$ cat src/design/tsvs_pkg.sv
// ----------------------------------------------------------------------------
// tsvs_pkg
// Shared constants and types of the tree sieve victim select unit: cache
// geometry, state entry layout and request kinds.
// ----------------------------------------------------------------------------
package tsvs_pkg;

   // cache geometry
   localparam int WAYS = 8;
   localparam int SETS = 64;

   // cursor tree: heap ordered, node n has children 2n+1 and 2n+2
   localparam int NODES  = (WAYS > 2) ? (WAYS / 2 - 1) : 0;
   localparam int NODE_W = (NODES > 0) ? NODES : 1;

   // tree walk index covers nodes and leaves (0 .. 2*NODES)
   localparam int IDX_W     = (NODES > 0) ? $clog2(2 * NODES + 1) : 1;
   localparam int CUR_EXT_W = 1 << IDX_W;
   localparam int DEPTH     = (NODES > 0) ? $clog2(NODES + 1) : 1;

   // way indexing inside the state entry
   localparam int WAY_W   = (WAYS > 1) ? $clog2(WAYS) : 1;
   localparam int STALE_W = 1 << WAY_W;

   // set addressing
   localparam int SET_W = (SETS > 1) ? $clog2(SETS) : 1;

   // item field widths
   localparam int KIND_W     = 2;
   localparam int SET_FLD_W  = 6;
   localparam int WAY_FLD_W  = 3;
   localparam int VICTIM_W   = 3;
   localparam int REQ_DATA_W = 16;
   localparam int RSP_DATA_W = 8;

   // state entry: stale bits low, cursor bits high
   localparam int ENTRY_W = WAYS + NODE_W;
   localparam logic [ENTRY_W-1:0] ENTRY_RESET = {{NODE_W{1'b0}}, {WAYS{1'b1}}};

   typedef enum logic [KIND_W-1:0] {
      REQ_HIT        = 2'd0,
      REQ_INVALIDATE = 2'd1,
      REQ_FILL       = 2'd2,
      REQ_VICTIM     = 2'd3
   } req_kind_type;

endpackage

$ cat src/design/tsvs_ram.sv
// ----------------------------------------------------------------------------
// tsvs_ram
// Generic single write port, single read port RAM with registered read data.
// Read data holds when no read is issued.
// ----------------------------------------------------------------------------
module tsvs_ram #(
   parameter int WIDTH = 8,
   parameter int DEPTH = 64
) (
   input  logic                     clock,
   input  logic                     wr_en,
   input  logic [$clog2(DEPTH)-1:0] wr_addr,
   input  logic [WIDTH-1:0]         wr_data,
   input  logic                     rd_en,
   input  logic [$clog2(DEPTH)-1:0] rd_addr,
   output logic [WIDTH-1:0]         rd_data
);

   logic [WIDTH-1:0] mem_ff [DEPTH];
   logic [WIDTH-1:0] rd_data_ff;

   always_ff @(posedge clock) begin
      if (wr_en) begin
         mem_ff[wr_addr] <= wr_data;
      end
      if (rd_en) begin
         rd_data_ff <= mem_ff[rd_addr];
      end
   end

   assign rd_data = rd_data_ff;

endmodule

$ cat src/design/tree_sieve_victim_select_unit.sv
// ----------------------------------------------------------------------------
// tree_sieve_victim_select_unit
// Cache replacement state: stale bit per way and cursor tree per set, with
// victim selection by walking the cursor tree down to a pair of ways.
// ----------------------------------------------------------------------------
// One item is taken per cycle while results drain; every item gives exactly
// one result, which passes from the update stage into the output register.
// The per-set state (stale bits and cursor bits) sits in a single state RAM:
// the set is read at the accepting edge, updated in the update stage and
// written back at the edge that hands the result to the output register.
// A write to the same set at the read edge is bypassed into the update.
// A valid bit per set stands in for the reset contents (all lines stale,
// cursor at zero), so the block is ready straight after reset with no
// clearing pass. The output register frees the update stage, so a stalled
// result holds back at most one further item.
// ----------------------------------------------------------------------------
module tree_sieve_victim_select_unit (
   input  logic                              clock,
   input  logic                              reset,
   input  logic                              req_tvalid,
   output logic                              req_tready,
   // set_index[5:0], way[8:6], random_bit[9], zero pad
   input  logic [tsvs_pkg::REQ_DATA_W-1:0]   req_tdata,
   // req_type[1:0]
   input  logic [tsvs_pkg::KIND_W-1:0]       req_tuser,
   output logic                              rsp_tvalid,
   input  logic                              rsp_tready,
   // victim_way[2:0], zero pad
   output logic [tsvs_pkg::RSP_DATA_W-1:0]   rsp_tdata,
   // victim_valid[0]
   output logic                              rsp_tuser
);

   // request fields
   logic [tsvs_pkg::SET_W-1:0]     req_set;
   logic [tsvs_pkg::WAY_FLD_W-1:0] req_way;
   logic                           req_rnd;
   logic                           req_accept;

   // update stage
   logic                           s1_valid_ff, s1_valid_in;
   tsvs_pkg::req_kind_type         s1_kind_ff;
   logic [tsvs_pkg::SET_W-1:0]     s1_set_ff;
   logic [tsvs_pkg::WAY_FLD_W-1:0] s1_way_ff;
   logic                           s1_rnd_ff;
   logic                           s1_init_ff;
   logic                           s1_fwd_ff;
   logic [tsvs_pkg::ENTRY_W-1:0]   fwd_data_ff;
   logic                           s1_adv;

   // per-set valid bits
   logic [tsvs_pkg::SETS-1:0]      set_valid_ff;

   // output register
   logic                           rsp_valid_ff, rsp_valid_in;
   logic [tsvs_pkg::VICTIM_W-1:0]  rsp_way_ff;
   logic                           rsp_victim_ff;

   // state RAM
   logic [tsvs_pkg::ENTRY_W-1:0]   ram_rd_data;
   logic [tsvs_pkg::ENTRY_W-1:0]   new_entry;

   // update logic
   logic [tsvs_pkg::ENTRY_W-1:0]   entry;
   logic [tsvs_pkg::STALE_W-1:0]   stale_ext;
   logic [tsvs_pkg::STALE_W-1:0]   new_stale;
   logic [tsvs_pkg::CUR_EXT_W-1:0] cur_ext;
   logic [tsvs_pkg::CUR_EXT_W-1:0] new_cur;
   logic [tsvs_pkg::WAY_W-1:0]     way_idx;
   logic                           way_ok;
   logic [tsvs_pkg::VICTIM_W-1:0]  victim;

   assign req_set = tsvs_pkg::SET_W'(req_tdata[tsvs_pkg::SET_FLD_W-1:0]);
   assign req_way = req_tdata[tsvs_pkg::SET_FLD_W +: tsvs_pkg::WAY_FLD_W];
   assign req_rnd = req_tdata[tsvs_pkg::SET_FLD_W + tsvs_pkg::WAY_FLD_W];

   assign s1_adv     = s1_valid_ff && (!rsp_valid_ff || rsp_tready);
   assign req_tready = !s1_valid_ff || s1_adv;
   assign req_accept = req_tvalid && req_tready;

   assign s1_valid_in  = req_accept || (s1_valid_ff && !s1_adv);
   assign rsp_valid_in = s1_adv || (rsp_valid_ff && !rsp_tready);

   tsvs_ram #(
      .WIDTH (tsvs_pkg::ENTRY_W),
      .DEPTH (tsvs_pkg::SETS)
   ) u_state_ram (
      .clock   (clock),
      .wr_en   (s1_adv),
      .wr_addr (s1_set_ff),
      .wr_data (new_entry),
      .rd_en   (req_accept),
      .rd_addr (req_set),
      .rd_data (ram_rd_data)
   );

   // entry as seen by the item in the update stage
   always_comb begin
      if (s1_fwd_ff) begin
         entry = fwd_data_ff;
      end else if (s1_init_ff) begin
         entry = tsvs_pkg::ENTRY_RESET;
      end else begin
         entry = ram_rd_data;
      end
      stale_ext = tsvs_pkg::STALE_W'(entry[tsvs_pkg::WAYS-1:0]);
      cur_ext   = tsvs_pkg::CUR_EXT_W'(entry[tsvs_pkg::ENTRY_W-1:tsvs_pkg::WAYS]);
      way_ok    = 32'(s1_way_ff) < tsvs_pkg::WAYS;
      way_idx   = tsvs_pkg::WAY_W'(s1_way_ff);
   end

   // victim pick and cursor advance
   always_comb begin
      logic [tsvs_pkg::IDX_W-1:0] idx;
      logic [tsvs_pkg::WAY_W-1:0] left;
      logic [tsvs_pkg::WAY_W-1:0] right;
      logic [tsvs_pkg::WAY_W-1:0] pick;
      logic                       ls;
      logic                       rs;
      logic                       go_right;
      logic                       advance;
      logic                       done;
      logic                       was_right;

      idx       = '0;
      left      = '0;
      right     = '0;
      pick      = '0;
      ls        = 1'b0;
      rs        = 1'b0;
      go_right  = 1'b0;
      advance   = 1'b0;
      done      = 1'b0;
      was_right = 1'b0;
      new_cur   = cur_ext;

      if (tsvs_pkg::WAYS > 2) begin
         // walk down, bit set goes right
         for (int d = 0; d < tsvs_pkg::DEPTH; d++) begin
            if (32'(idx) < tsvs_pkg::NODES) begin
               idx = tsvs_pkg::IDX_W'({idx, 1'b0} + 1 + cur_ext[idx]);
            end
         end
         left  = tsvs_pkg::WAY_W'(2 * (32'(idx) - tsvs_pkg::NODES));
         right = left | tsvs_pkg::WAY_W'(1);
         ls    = stale_ext[left];
         rs    = stale_ext[right];
         if (ls != rs) begin
            go_right = rs;
            advance  = 1'b1;
         end else begin
            go_right = s1_rnd_ff;
            advance  = !ls;
         end
         pick = go_right ? right : left;
         if (32'(pick) >= tsvs_pkg::WAYS) begin
            pick = left;
         end
         // binary increment upward: right children clear, first left child sets
         for (int d = 0; d < tsvs_pkg::DEPTH; d++) begin
            if (advance && !done && idx != '0) begin
               was_right = !idx[0];
               idx       = (idx - tsvs_pkg::IDX_W'(1)) >> 1;
               if (was_right) begin
                  new_cur[idx] = 1'b0;
               end else begin
                  new_cur[idx] = 1'b1;
                  done         = 1'b1;
               end
            end
         end
      end else if (tsvs_pkg::WAYS == 2) begin
         ls = stale_ext[0];
         rs = stale_ext[1];
         if (ls == rs) begin
            pick = tsvs_pkg::WAY_W'(s1_rnd_ff);
         end else begin
            pick = ls ? tsvs_pkg::WAY_W'(0) : tsvs_pkg::WAY_W'(1);
         end
      end
      victim = tsvs_pkg::VICTIM_W'(pick);
   end

   // entry write-back
   always_comb begin
      new_stale = stale_ext;
      case (s1_kind_ff)
         tsvs_pkg::REQ_HIT: begin
            if (way_ok) new_stale[way_idx] = 1'b0;
         end
         tsvs_pkg::REQ_INVALIDATE, tsvs_pkg::REQ_FILL: begin
            if (way_ok) new_stale[way_idx] = 1'b1;
         end
         default: begin
         end
      endcase
      if (s1_kind_ff == tsvs_pkg::REQ_VICTIM) begin
         new_entry = {new_cur[tsvs_pkg::NODE_W-1:0], stale_ext[tsvs_pkg::WAYS-1:0]};
      end else begin
         new_entry = {cur_ext[tsvs_pkg::NODE_W-1:0], new_stale[tsvs_pkg::WAYS-1:0]};
      end
   end

   // control registers
   always_ff @(posedge clock) begin
      if (reset) begin
         s1_valid_ff  <= 1'b0;
         rsp_valid_ff <= 1'b0;
         set_valid_ff <= '0;
      end else begin
         s1_valid_ff  <= s1_valid_in;
         rsp_valid_ff <= rsp_valid_in;
         if (s1_adv) begin
            set_valid_ff[s1_set_ff] <= 1'b1;
         end
      end
   end

   // payload registers
   always_ff @(posedge clock) begin
      if (req_accept) begin
         s1_kind_ff  <= tsvs_pkg::req_kind_type'(req_tuser);
         s1_set_ff   <= req_set;
         s1_way_ff   <= req_way;
         s1_rnd_ff   <= req_rnd;
         s1_init_ff  <= !set_valid_ff[req_set];
         // same set written at this edge: the RAM read returns the old entry
         s1_fwd_ff   <= s1_adv && (s1_set_ff == req_set);
         fwd_data_ff <= new_entry;
      end
      if (s1_adv) begin
         rsp_victim_ff <= (s1_kind_ff == tsvs_pkg::REQ_VICTIM);
         rsp_way_ff    <= (s1_kind_ff == tsvs_pkg::REQ_VICTIM) ? victim : '0;
      end
   end

   assign rsp_tvalid = rsp_valid_ff;
   assign rsp_tdata  = tsvs_pkg::RSP_DATA_W'(rsp_way_ff);
   assign rsp_tuser  = rsp_victim_ff;

`ifndef NO_ASSERTIONS
   a_non_victim_zero: assert property (@(posedge clock) disable iff (reset)
      rsp_valid_ff && !rsp_victim_ff |-> rsp_way_ff == '0)
      else $error("non-victim result carries a way");

   a_written_set_valid: assert property (@(posedge clock) disable iff (reset)
      s1_adv |=> set_valid_ff[$past(s1_set_ff)])
      else $error("written set not marked valid");

   a_reset_empty: assert property (@(posedge clock)
      reset |=> !s1_valid_ff && !rsp_valid_ff && set_valid_ff == '0)
      else $error("pipeline or valid bits not cleared by reset");

   a_stall_holds_stage: assert property (@(posedge clock) disable iff (reset)
      s1_valid_ff && rsp_valid_ff && !rsp_tready |=> s1_valid_ff && $stable(s1_set_ff))
      else $error("update stage lost its item under stall");
`endif

endmodule
$ cat config.mk
export PLATFORM = sky130hd
export DESIGN_NAME = tree_sieve_victim_select_unit
export DESIGN_NICKNAME = d
export VERILOG_FILES = /design/src/design/tsvs_pkg.sv /design/src/design/tsvs_ram.sv /design/src/design/tree_sieve_victim_select_unit.sv
export SDC_FILE = /design/constraint.sdc
export NUM_CORES = 1
export LEC_CHECK = 0
export BUFFER_PORTS_ARGS = -buffer_cell sky130_fd_sc_hd__buf_2
export CAP_MARGIN = 10
export CORE_UTILIZATION = 30
export CTS_BUF_LIST = sky130_fd_sc_hd__clkbuf_4 sky130_fd_sc_hd__clkbuf_8 sky130_fd_sc_hd__clkbuf_16
export DETAILED_ROUTE_END_ITERATION = 8
export PLACE_DENSITY = 0.45
export SLEW_MARGIN = 0
export SYNTH_ARGS = -nofsm -noshare
export SYNTH_HDL_FRONTEND = slang
export SYNTH_SLANG_ARGS = --single-unit
$ cat constraint.sdc
create_clock -name clock -period 7.1 [get_ports clock]
set_input_delay 0 -clock clock [delete_from_list [all_inputs] [get_ports clock]]
set_output_delay 0 -clock clock [all_outputs]
set_load 0.05 [all_outputs]
======== After elaboration in Yosys (flattened, before gate mapping) ========
Memory sizes are Yosys's and may differ from the RTL's. A register that Yosys moved wholly into a read port is not among the register bits.
Cells that the tools add are included.
word-level totals
  register bits ........................... 95
  bits in writable memories ............... 704
  input bits .............................. 22
  logic and storage cells ................. 107
  memories kept ........................... 1
memory list
  memory              words  bits a word  rd ports  clocked after Yosys merged registers in  wr ports  RTL line        text
  u_state_ram.mem_ff  64     11           1         1                                        1         tsvs_ram.sv:19  logic [WIDTH-1:0] mem_ff [DEPTH];
cells by class
  add/sub/neg operators ................... 6
  $lt $le $gt $ge ......................... 13
  equal/unequal tests ..................... 5
  multiplexer cells ....................... 33
  bitwise operators ....................... 10
  reductions and logical operators ........ 27
operators by type and width
  cell                 number
  $or 64x64->64        1
  $mux 11              3
  $mux 3               6
  $pmux 8 s2           1
  $mux 1               15
  $lt 6x7->1 const B   2
  $logic_and 1x1->1    12
  $lt 2x4->1 const B   3
  $lt 3x4->1 const B   3
  $and 8x8->8          1
  $not 8->8            1
  $or 8x8->8           1
  $logic_not 1->1      7
  $and 3x3->3          2
  $bmux 1 s6           1
  $demux 1 s6          1
  $eq 6x6->1           1
  $ge 6x1->1 const B   1
  $not 3->3            2
  $or 3x3->3           2
  $reduce_bool 3->1    2
  $sub 3x1->3 const B  2
  $bmux 1 s2           2
  $demux 1 s2          2
  other kinds (15)     20

======== Depth between registers and ports, before layout ========
Gate-level depths: netlist of run 1.
  word-level depth ........................ 24
  depth in mapped cells ................... 15
  mapped depth without buffers ............ 13

======== Hierarchy ========
Synthesis of run 1 repeated with hierarchy kept, for this count alone.
second synthesis, totals
  cells, all modules ...................... 1706
  area total of the unflattened synthesis .. 31954.4 um^2
by module, submodules not included
  module                         instances  cells an instance  area each (um^2)  seq. area each (um^2)
  tsvs_ram                       1          1279               27596.5           21470.6
  tree_sieve_victim_select_unit  1          427                4357.9            2192.1

======== Worst setup path before layout of run 1 ========
Ideal clock, no wire load.
  kind .................................... reg-to-reg
  from .................................... reg s1_fwd_ff
  to ...................................... reg fwd_data_ff[8] (netlist name) (data pin)
  data arrival time ....................... 4.476 ns
  required time ........................... 6.526 ns
  path slack .............................. 2.051 ns
  stages on the path, launching flop included .. 14
  clock period less this slack ............ 5.049 ns
  cells stage by stage .................... edfxtp_1 buf_2 or2_2 buf_2 o21a_1 a211o_1 a22oi_1 ha_1 a31oi_1 ha_1 ha_1 nor2b_1 nand4_1 xnor2_1
on the way
  longest elaborated chain between the ends .. 23
  elaborated cells between the ends (all ways) .. 48
ends and longest elaborated chain
  item                           RTL line                                                                    text
  start: declaration             tree_sieve_victim_select_unit.sv:47                                         logic s1_fwd_ff;
  start signal: assignment       tree_sieve_victim_select_unit.sv:228                                        s1_fwd_ff <= s1_adv && (s1_set_ff == req_set);
  $mux 11 *                      tree_sieve_victim_select_unit.sv:99                                         if (s1_fwd_ff) begin
  $add 1x1->2                    tree_sieve_victim_select_unit.sv:141                                        idx = tsvs_pkg::IDX_W'({idx, 1'b0} + 1 + cur_ext[idx]);
  $bmux 1 s3                     tree_sieve_victim_select_unit.sv:141
  $mux 1 (implied by the code)   tree_sieve_victim_select_unit.sv:141
  $add 3x1->3                    tree_sieve_victim_select_unit.sv:141
  $mux 3                         tree_sieve_victim_select_unit.sv:140                                        if (32'(idx) < tsvs_pkg::NODES) begin
  $sub 2x2->2                    tree_sieve_victim_select_unit.sv:144                                        left = tsvs_pkg::WAY_W'(2 * (32'(idx) - tsvs_pkg::NODES));
  $bmux 1 s2 (on tied branches)  tree_sieve_victim_select_unit.sv:146, tree_sieve_victim_select_unit.sv:147
  [... 8 more ...]               n/a
  $mux 1 (implied by the code)   tree_sieve_victim_select_unit.sv:165, tree_sieve_victim_select_unit.sv:167
  $demux 1 s2                    tree_sieve_victim_select_unit.sv:165, tree_sieve_victim_select_unit.sv:167
  $not 3->3 (no line)            n/a
  $and 3x3->3 (no line)          n/a
  $mux 3                         tree_sieve_victim_select_unit.sv:164                                        if (was_right) begin
  $mux 3                         tree_sieve_victim_select_unit.sv:161                                        if (advance && !done && idx != '0) begin
  $mux 11 *                      tree_sieve_victim_select_unit.sv:197                                        if (s1_kind_ff == tsvs_pkg::REQ_VICTIM) begin
  via new_entry (one bit)        tree_sieve_victim_select_unit.sv:61                                         logic [tsvs_pkg::ENTRY_W-1:0] new_entry;
  end signal: assignment         tree_sieve_victim_select_unit.sv:229                                        fwd_data_ff <= new_entry;
  end: declaration               tree_sieve_victim_select_unit.sv:48                                         logic [tsvs_pkg::ENTRY_W-1:0] fwd_data_ff;
Mark *: on every way through the listed nets, which the timed path passes. The rest lies on a longest branch. The select of a mux whose other input is x is not followed.
A chain may end at the register's enable or synchronous reset.

======== Final worst setup path of run 1 ========
  from .................................... reg s1_fwd_ff
  to ...................................... mem u_state_ram.mem_ff[10][8] (netlist name) (data pin)
on the way
  longest elaborated chain between the ends .. 23
  elaborated cells between the ends (all ways) .. 48
ends and longest elaborated chain
  item                           RTL line
  $mux 11 *                      tree_sieve_victim_select_unit.sv:99
  $add 1x1->2                    tree_sieve_victim_select_unit.sv:141
  $bmux 1 s3                     tree_sieve_victim_select_unit.sv:141
  $mux 1 (implied by the code)   tree_sieve_victim_select_unit.sv:141
  $add 3x1->3                    tree_sieve_victim_select_unit.sv:141
  $mux 3                         tree_sieve_victim_select_unit.sv:140
  $sub 2x2->2                    tree_sieve_victim_select_unit.sv:144
  $bmux 1 s2 (on tied branches)  tree_sieve_victim_select_unit.sv:146, tree_sieve_victim_select_unit.sv:147
  [... 8 more ...]               n/a
  $mux 1 (implied by the code)   tree_sieve_victim_select_unit.sv:165, tree_sieve_victim_select_unit.sv:167
  $demux 1 s2                    tree_sieve_victim_select_unit.sv:165, tree_sieve_victim_select_unit.sv:167
  $not 3->3 (no line)            n/a
  $and 3x3->3 (no line)          n/a
  $mux 3                         tree_sieve_victim_select_unit.sv:164
  $mux 3                         tree_sieve_victim_select_unit.sv:161
  $mux 11 *                      tree_sieve_victim_select_unit.sv:197
  via new_entry (one bit)        tree_sieve_victim_select_unit.sv:61
  end: declaration               tsvs_ram.sv:19
Marks and branches as above.

==> results of run 1 <==
## stage by stage
stage	power [mW]	setup WS (ns)	instance area, um2	std cells	util
global route	11.1	2.47	36900	3252	0.351
global placement	6.15	2.93	33800	3078	0.321
CTS	10.9	2.92	36900	3251	0.351
detailed placement	6.17	2.95	33800	3078	0.321
floorplan	5.89	2.05	31800	1680	-
finish	10.7	2.87	36900	3256	0.351
## logic make-up after synthesis
kind of cell | after synthesis | synth area share
adder cells (fa/ha/maj) | 5 | 0.00197
other | 1 | 0.000118
XOR/XNOR | 9 | 0.00248
multiplexers | 227 | 0.141
buffers and inverters | 100 | 0.0209
flip-flops | 810 | 0.745
AND/OR/NAND/NOR | 364 | 0.0519
AO/OA/AOI/OAI | 160 | 0.0364
## state kept, by name, indices dropped and copies added (netlist names)
register and flops:
s1_fwd_ff 1, s1_init_ff 1, s1_rnd_ff 1, fwd_data_ff 11, set_valid_ff 64, u_state_ram.rd_data 11
s1_way_ff 3, u_state_ram.mem_ff 704, rsp_tvalid 1, s1_valid_ff 1, rsp_tuser 1, s1_set_ff 6
s1_kind_ff 2, rsp_way_ff 3
## worst paths after layout
path                                    end              from  cells after the start  slack (ns)
setup / recovery  u_state_ram.mem_ff[10][8]         s1_fwd_ff                     12        2.87
hold / removal             set_valid_ff[31]             reset                      3        0.03
setup reg to reg  u_state_ram.mem_ff[10][8]         s1_fwd_ff                     12        2.87
hold reg to reg            set_valid_ff[43]  set_valid_ff[43]                      2        0.46
## cells in the final DEF, fill, tap and decap left out, drive strengths merged, types with 15 or more instances in the layout
master,Yosys,final
o21ai,15,15
dfxtp,66,66
a211oi,19,19
clkinv,0,29
edfxtp,744,744
nor2b,23,23
o221ai,19,19
nor2,217,217
nand3,24,24
nand2,40,40
o22ai,34,34
clkbuf,30,119
buf,64,104
a22oi,24,24
mux4,169,169
mux2i,53,53
## area by class of cell
| type | count | area, um2 | share of cell area |
|---|---|---|---|
| Sequential cell | 810 | 23700 | 0.642 |
| Multi-Input combinational cell | 770 | 7590 | 0.206 |
| Clock buffer | 118 | 2500 | 0.0678 |
| Tap cell | 1391 | 1740 | 0.0472 |
| Timing Repair Buffer | 116 | 880 | 0.0239 |
| Clock inverter | 44 | 475 | 0.0129 |
| Inverter | 3 | 11.3 | 0.000305 |
| Antenna cell | 4 | 10.0 | 0.000271 |
## power groups by stage
stage                     clock [mW]  sequential [mW]  combinational, mW
after floorplan                    0             5.50              0.394
after global placement             0             5.49              0.666
after detailed placement           0             5.49              0.680
after CTS                       4.78             5.39              0.687
after global routing            4.95             5.39              0.720
final                           4.68             5.39              0.665
## metal layers
metal	global-route usage	share of wire	vias up
met5	0	0.00020	-
met4	0.0445	0.025	2
li1	-	-	7029
met3	0.0216	0.040	113
met2	0.244	0.48	351
met1	0.214	0.46	8438
## worst register-to-register path, stage by stage, from the launching register on
cell	delay (ns)
edfxtp_1	0.49
a22oi_1	0.78
nor3b_1	0.36
o221ai_1	0.16
o21ai_0	0.12
ha_1	0.29
a31oi_1	0.11
ha_1	0.23
ha_1	0.26
nor2b_1	0.13
nand4_1	0.17
xnor2_2	0.17
buf_4	0.54
## cell usage after synthesis (4+ instances only)
master / number / area share
nand4b_1: 4 / 0.0011
ha_1: 5 / 0.0020
edfxtp_1: 744 / 0.70
mux4_1: 26 / 0.022
nand4_1: 5 / 0.00098
buf_2: 23 / 0.0036
nor2_1: 217 / 0.026
nand3_1: 24 / 0.0038
o22a_1: 10 / 0.0028
a21oi_1: 13 / 0.0020
o22ai_1: 34 / 0.0067
mux2_2: 5 / 0.0018
nand2_1: 40 / 0.0047
buf_12: 4 / 0.0025
nand3b_1: 12 / 0.0028
xor2_1: 6 / 0.0017
nand2b_1: 12 / 0.0024
mux2i_1: 53 / 0.017
buf_6: 13 / 0.0046
dfxtp_1: 66 / 0.042
clkbuf_1: 28 / 0.0033
nor2b_1: 23 / 0.0045
a211oi_1: 19 / 0.0045
o221ai_1: 19 / 0.0052
buf_4: 21 / 0.0050
mux4_2: 142 / 0.10
a31o_1: 7 / 0.0019
o21ai_0: 13 / 0.0020
nor4_1: 9 / 0.0018
and2_1: 5 / 0.00098
a22oi_1: 24 / 0.0057
==> metrics.yaml, run 1 <==
sta:
  holdWs_ns: 0.0293
  timing.final.crit_share: 0.596
  hold_viol_final: 0
  rsz0062_at_grt: "no"
  tightest_slew_ns: 1.25
  setup_tns_ns: 0
  report.final.slew_viol_count: 0
  setup_violations: 0
  relSlewSlack: 0.162
  skew_ns: 0.0254
  period_needed_ns: 4.23
  fmax_mhz: 236
route:
  wire_per_inst_um: 24.8
  postRouteAntennaNets: 0
  wl_um: 80800
  route.detailed.drc: 0
  post_drt_via_cell_ratio: 4.89
  vias: 15900
  firstDrtPassIters: 5
  drt_iter0_drc: 1340
power:
  p_switching_mw: 2.40
  power_frac_seq: 0.502
  p_sw_frac: 0.224
  p_per_area_nw_per_um2: 291
  vdd_drop_max_mv: 0.169
  clockPowerShare: 0.436
  comb_power_share: 0.062
  leakagePower_nw: 11.8
  p_int_mw: 8.33
yosys:
  synth_top_flop_cell: "edfxtp_1"
  async_flop_share: 0
  mappedNetlistArea_um2: 31800
  synth_warnings: 0
  avgSynthCellArea_um2: 19.0
  ys_ff_latch: 810
  synth-edff-count: 744
  ys_seq_area_frac: 0.745
  synth_cell_types: 59
  synthCells: 1676
floorplan:
  pin_count: 33
  initial_utilization: 0.302
  core_area_um2: 105000
  die_area_um2: 107000
  row_count: 119
  die_x_um: 327
  die_h_um: 327
critical_path:
  slowest_delay_ns: 0.78
  cp_slowest_cell: "a22oi_1"
  cp_top_family: "compound AO/OA/AOI/OAI gates"
  start_kind: "flip-flop"
  cp.arrival_ns: 4.56
  endpoint_kind: "flip-flop"
  cp_common_cell: "ha_1"
  cp_cell_sequence: "a22oi_1 > nor3b_1 > o221ai_1 > o21ai_0 > ha_1 > a31oi_1 > ha_1 > ha_1 > nor2b_1 > nand4_1 > xnor2_2 > buf_4"
  critPathBufInv: 1
  worst-path-max-fanout: 65
  worstPathRequired_ns: 7.43
  crit_type: "flip-flop to flip-flop"
grt:
  track_usage: 0.152
  grt_max_degree: 125
  grt_pass1_wl_um: 118000
  overflow: 0
  antenna_found_initial: 4
  grt_pass1_vias: 16600
layout:
  drive_gt1_frac: 0.234
  fin_nets: 1817
  n_fill_cell: 9940
  syn2layout_area_growth_pct: 16.1
clock_tree:
  cts_resized: 0
  cts.sinks: 810
  post_cts_buffers: 0
  cts_buffer_depth: 3
  clk_pin_slew_ns: 0.06
  cts_buffers: 89
  postCtsHoldBufs: 11
  root_buffer: "clkbuf_16"
  insertion_delay_ns: 0.65
  cts_tree: "yes"
  cts.htree.levels: 3
outcome:
  status: "completed"
placed_design:
  port_buffers: 21
  gp_congestion: 0.779
  hpwlAfterDp_um: 47200
min_path:
  hold_class: "primary input to flip-flop"
flow_run:
  maxCapViolations: 0
Power figures use the tool's default switching activity.
==> run 2, diff against run 1 <==
==> constraint.sdc (replaced) <==
create_clock -name clock -period 4.2 [get_ports clock]
set_input_delay 0 -clock clock [delete_from_list [all_inputs] [get_ports clock]]
set_output_delay 0 -clock clock [all_outputs]
set_load 0.05 [all_outputs]
==> metrics.yaml, run 2 (synthesis results as in run 1) <==
outcome:
  status: "completed"
floorplan:
  initial_utilization: 0.302  # unchanged
  row_count: 119  # unchanged
  die_h_um: 327  # unchanged
  die_x_um: 327  # unchanged
  pin_count: 33  # unchanged
  die_area_um2: 107000  # unchanged
  core_area_um2: 105000  # unchanged
placed_design:
  gp_congestion: 0.799  # +2.5%
  place_area_um2: 34100  # +0.96%
  dp_cells: 3109  # +1.0%
  port_buffers: 21  # unchanged
  hpwlAfterDp_um: 50500  # +6.9%
route:
  post_drt_via_cell_ratio: 4.96  # +1.4%
  route.detailed.drc: 0  # unchanged
  postRouteAntennaNets: 0  # unchanged
  wl_um: 83000  # +2.6%
  firstDrtPassIters: 5  # unchanged
  vias: 16300  # +2.3%
  wire_per_inst_um: 25.3  # +1.8%
  drt_iter0_drc: 1449  # +8.1%
clock_tree:
  insertion_delay_ns: 0.65  # about the same
  cts_buffer_depth: 3  # unchanged
  cts_resized: 0  # unchanged
  cts.htree.levels: 3  # unchanged
  clk_pin_slew_ns: 0.06  # about the same
  root_buffer: "clkbuf_16"
  cts.sinks: 810  # unchanged
  cts_buffers: 87  # -2.2%
  cts_tree: "yes"
sta:
  skew_ns: 0.0272  # +0.00173 ns
  timing.final.crit_share: 0.881  # +0.286
  hold_viol_final: 0  # unchanged
  period_needed_ns: 3.70  # -0.527 ns
  fmax_mhz: 270  # +14%
  report.final.slew_viol_count: 0  # unchanged
  tightest_slew_ns: 1.16  # -0.0967 ns
  setup_violations: 0  # unchanged
  relSlewSlack: 0.230  # +0.0675
  setup_tns_ns: 0  # unchanged
  holdWs_ns: 0.0495  # +0.0202 ns
  rsz0062_at_grt: "no"
layout:
  largest_register_ffs: 704  # unchanged
  stdcell_area_um2: 37100  # +0.71%
  drive_gt1_frac: 0.248  # +0.0137
  largest_registers: "u_state_ram.mem_ff x704, set_valid_ff x64"
  mostFrequentLayoutCells: "edfxtp_1 (744), nor2_1 (200), mux4_2 (142)"
  final_common_cell: "edfxtp_1"
  fin_nets: 1845  # +1.5%
  syn2layout_area_growth_pct: 16.9
  stdcell_count: 3283  # +0.83%
  n_fill_cell: 9862  # -0.78%
  largest_register: "u_state_ram.mem_ff"
power:
  comb_power_share: 0.066  # +0.004
  p_sw_frac: 0.223  # -0.000397
  p_per_area_nw_per_um2: 486  # +67%
  p_total_mw: 18.0  # +68%
  leakagePower_nw: 11.9  # +1.0%
  p_int_mw: 14.0  # +68%
  clockPowerShare: 0.429  # -0.007
  vdd_drop_max_mv: 0.332  # +96%
  power_frac_seq: 0.505  # +0.003
  p_switching_mw: 4.02  # +68%
critical_path:
  worstPathRequired_ns: 4.62  # -2.81 ns
  crit_type: "flip-flop to flip-flop"
  cp_cell_sequence: "or2_2 > o22ai_1 > mux2_2 > a22oi_1 > ha_1 > a21oi_1 > a31oi_1 > ha_1 > ha_1 > nor2b_1 > nand4_1 > xnor2_4 > buf_12"
  cp_slowest_cell: "edfxtp_1"
  endpoint_kind: "flip-flop"
  cp_common_cell: "ha_1"
  cp.arrival_ns: 4.12  # -0.44 ns
  worst-path-max-fanout: 65  # unchanged
  slowest_delay_ns: 0.50  # -0.28 ns
  start_kind: "flip-flop"
grt:
  track_usage: 0.155  # +0.00309
  grt_pass1_vias: 16700  # +1.1%
  overflow: 0  # unchanged
  antenna_found_initial: 3  # -1
  grt_max_degree: 67  # -46%
  grt_pass1_wl_um: 120000  # +1.9%
min_path:
  hold_class: "primary input to flip-flop"
flow_run:
  maxCapViolations: 0  # unchanged
## run 2: cell types whose count changed in the layout (fill, tap and decap cells not counted), moves of 2 or more
| cell | delta |
|---|---|
| clkbuf_8 | -2 |
| buf_12 | +4 |
| diode_2 | -3 |
| clkinv_2 | -15 |
| nor2_2 | +12 |
| inv_16 | -2 |
| nor2_1 | -12 |
| clkinv_1 | +10 |
| clkbuf_16 | -2 |
| buf_4 | +26 |
| clkbuf_4 | +9 |
## run 2: repair_timing
item / in CTS / in global routing
hold buffers: 10 / 0
setup buffers: 0 / 0
endpoints found under the hold margin: 9 / 0
## run 2: power by group through the flow
stage	registers, mW	clock network (mW)	logic [mW]
2_1_floorplan	9.29	0	0.669
3_3_place_gp	9.27	0	1.18
3_5_place_dp	9.28	0	1.20
4_1_cts	9.11	7.91	1.20
5_1_grt	9.11	8.18	1.27
6_report	9.11	7.74	1.19
## run 2: per-stage QoR
stage          setup WS [ns]  utilization
2_1_floorplan         0.0658            -
3_3_place_gp           0.462        0.324
3_5_place_dp           0.534        0.324
4_1_cts                0.495        0.353
5_1_grt                0.209        0.353
6_report               0.498        0.353
## run 2: worst paths after layout
kind	startpoint	to	slack (ns)	cells past startpoint
worst max-delay path	s1_fwd_ff	u_state_ram.mem_ff[2][8]	0.50	13
worst min-delay path	reset	set_valid_ff[23]	0.05	3
worst max register to register	s1_fwd_ff	u_state_ram.mem_ff[2][8]	0.50	13
worst min register to register	set_valid_ff[8]	set_valid_ff[8]	0.46	2
## run 2: routing by layer
layer,GRT usage,share of wire,up-vias
li1,-,-,7097
met1,0.218,0.46,8679
met2,0.247,0.47,389
met3,0.0225,0.041,126
met4,0.0488,0.028,4
met5,0,0.00036,-
## run 2: critical path, delay by kind of cell, from the launching register on
kind,cells,cell delay [ns]
AND/OR/NAND/NOR,3,0.77
adder cells (fa/ha/maj),3,0.77
AO/OA/AOI/OAI,4,0.63
flip-flops,1,0.50
buffers and inverters,1,0.28
multiplexers,1,0.23
XOR/XNOR,1,0.22
## run 2: layout make-up
class                   instances  area (um2)  area share
multi-input cells             770        7630       0.206
flip-flops and latches        810       23700       0.637
well taps                    1391        1740      0.0469
diodes                          1        2.50   0.0000674
inverters                       3        11.3    0.000303
repair buffers                146        1170      0.0316
clock inverters                39         423      0.0114
clock buffers                 123        2490      0.0670
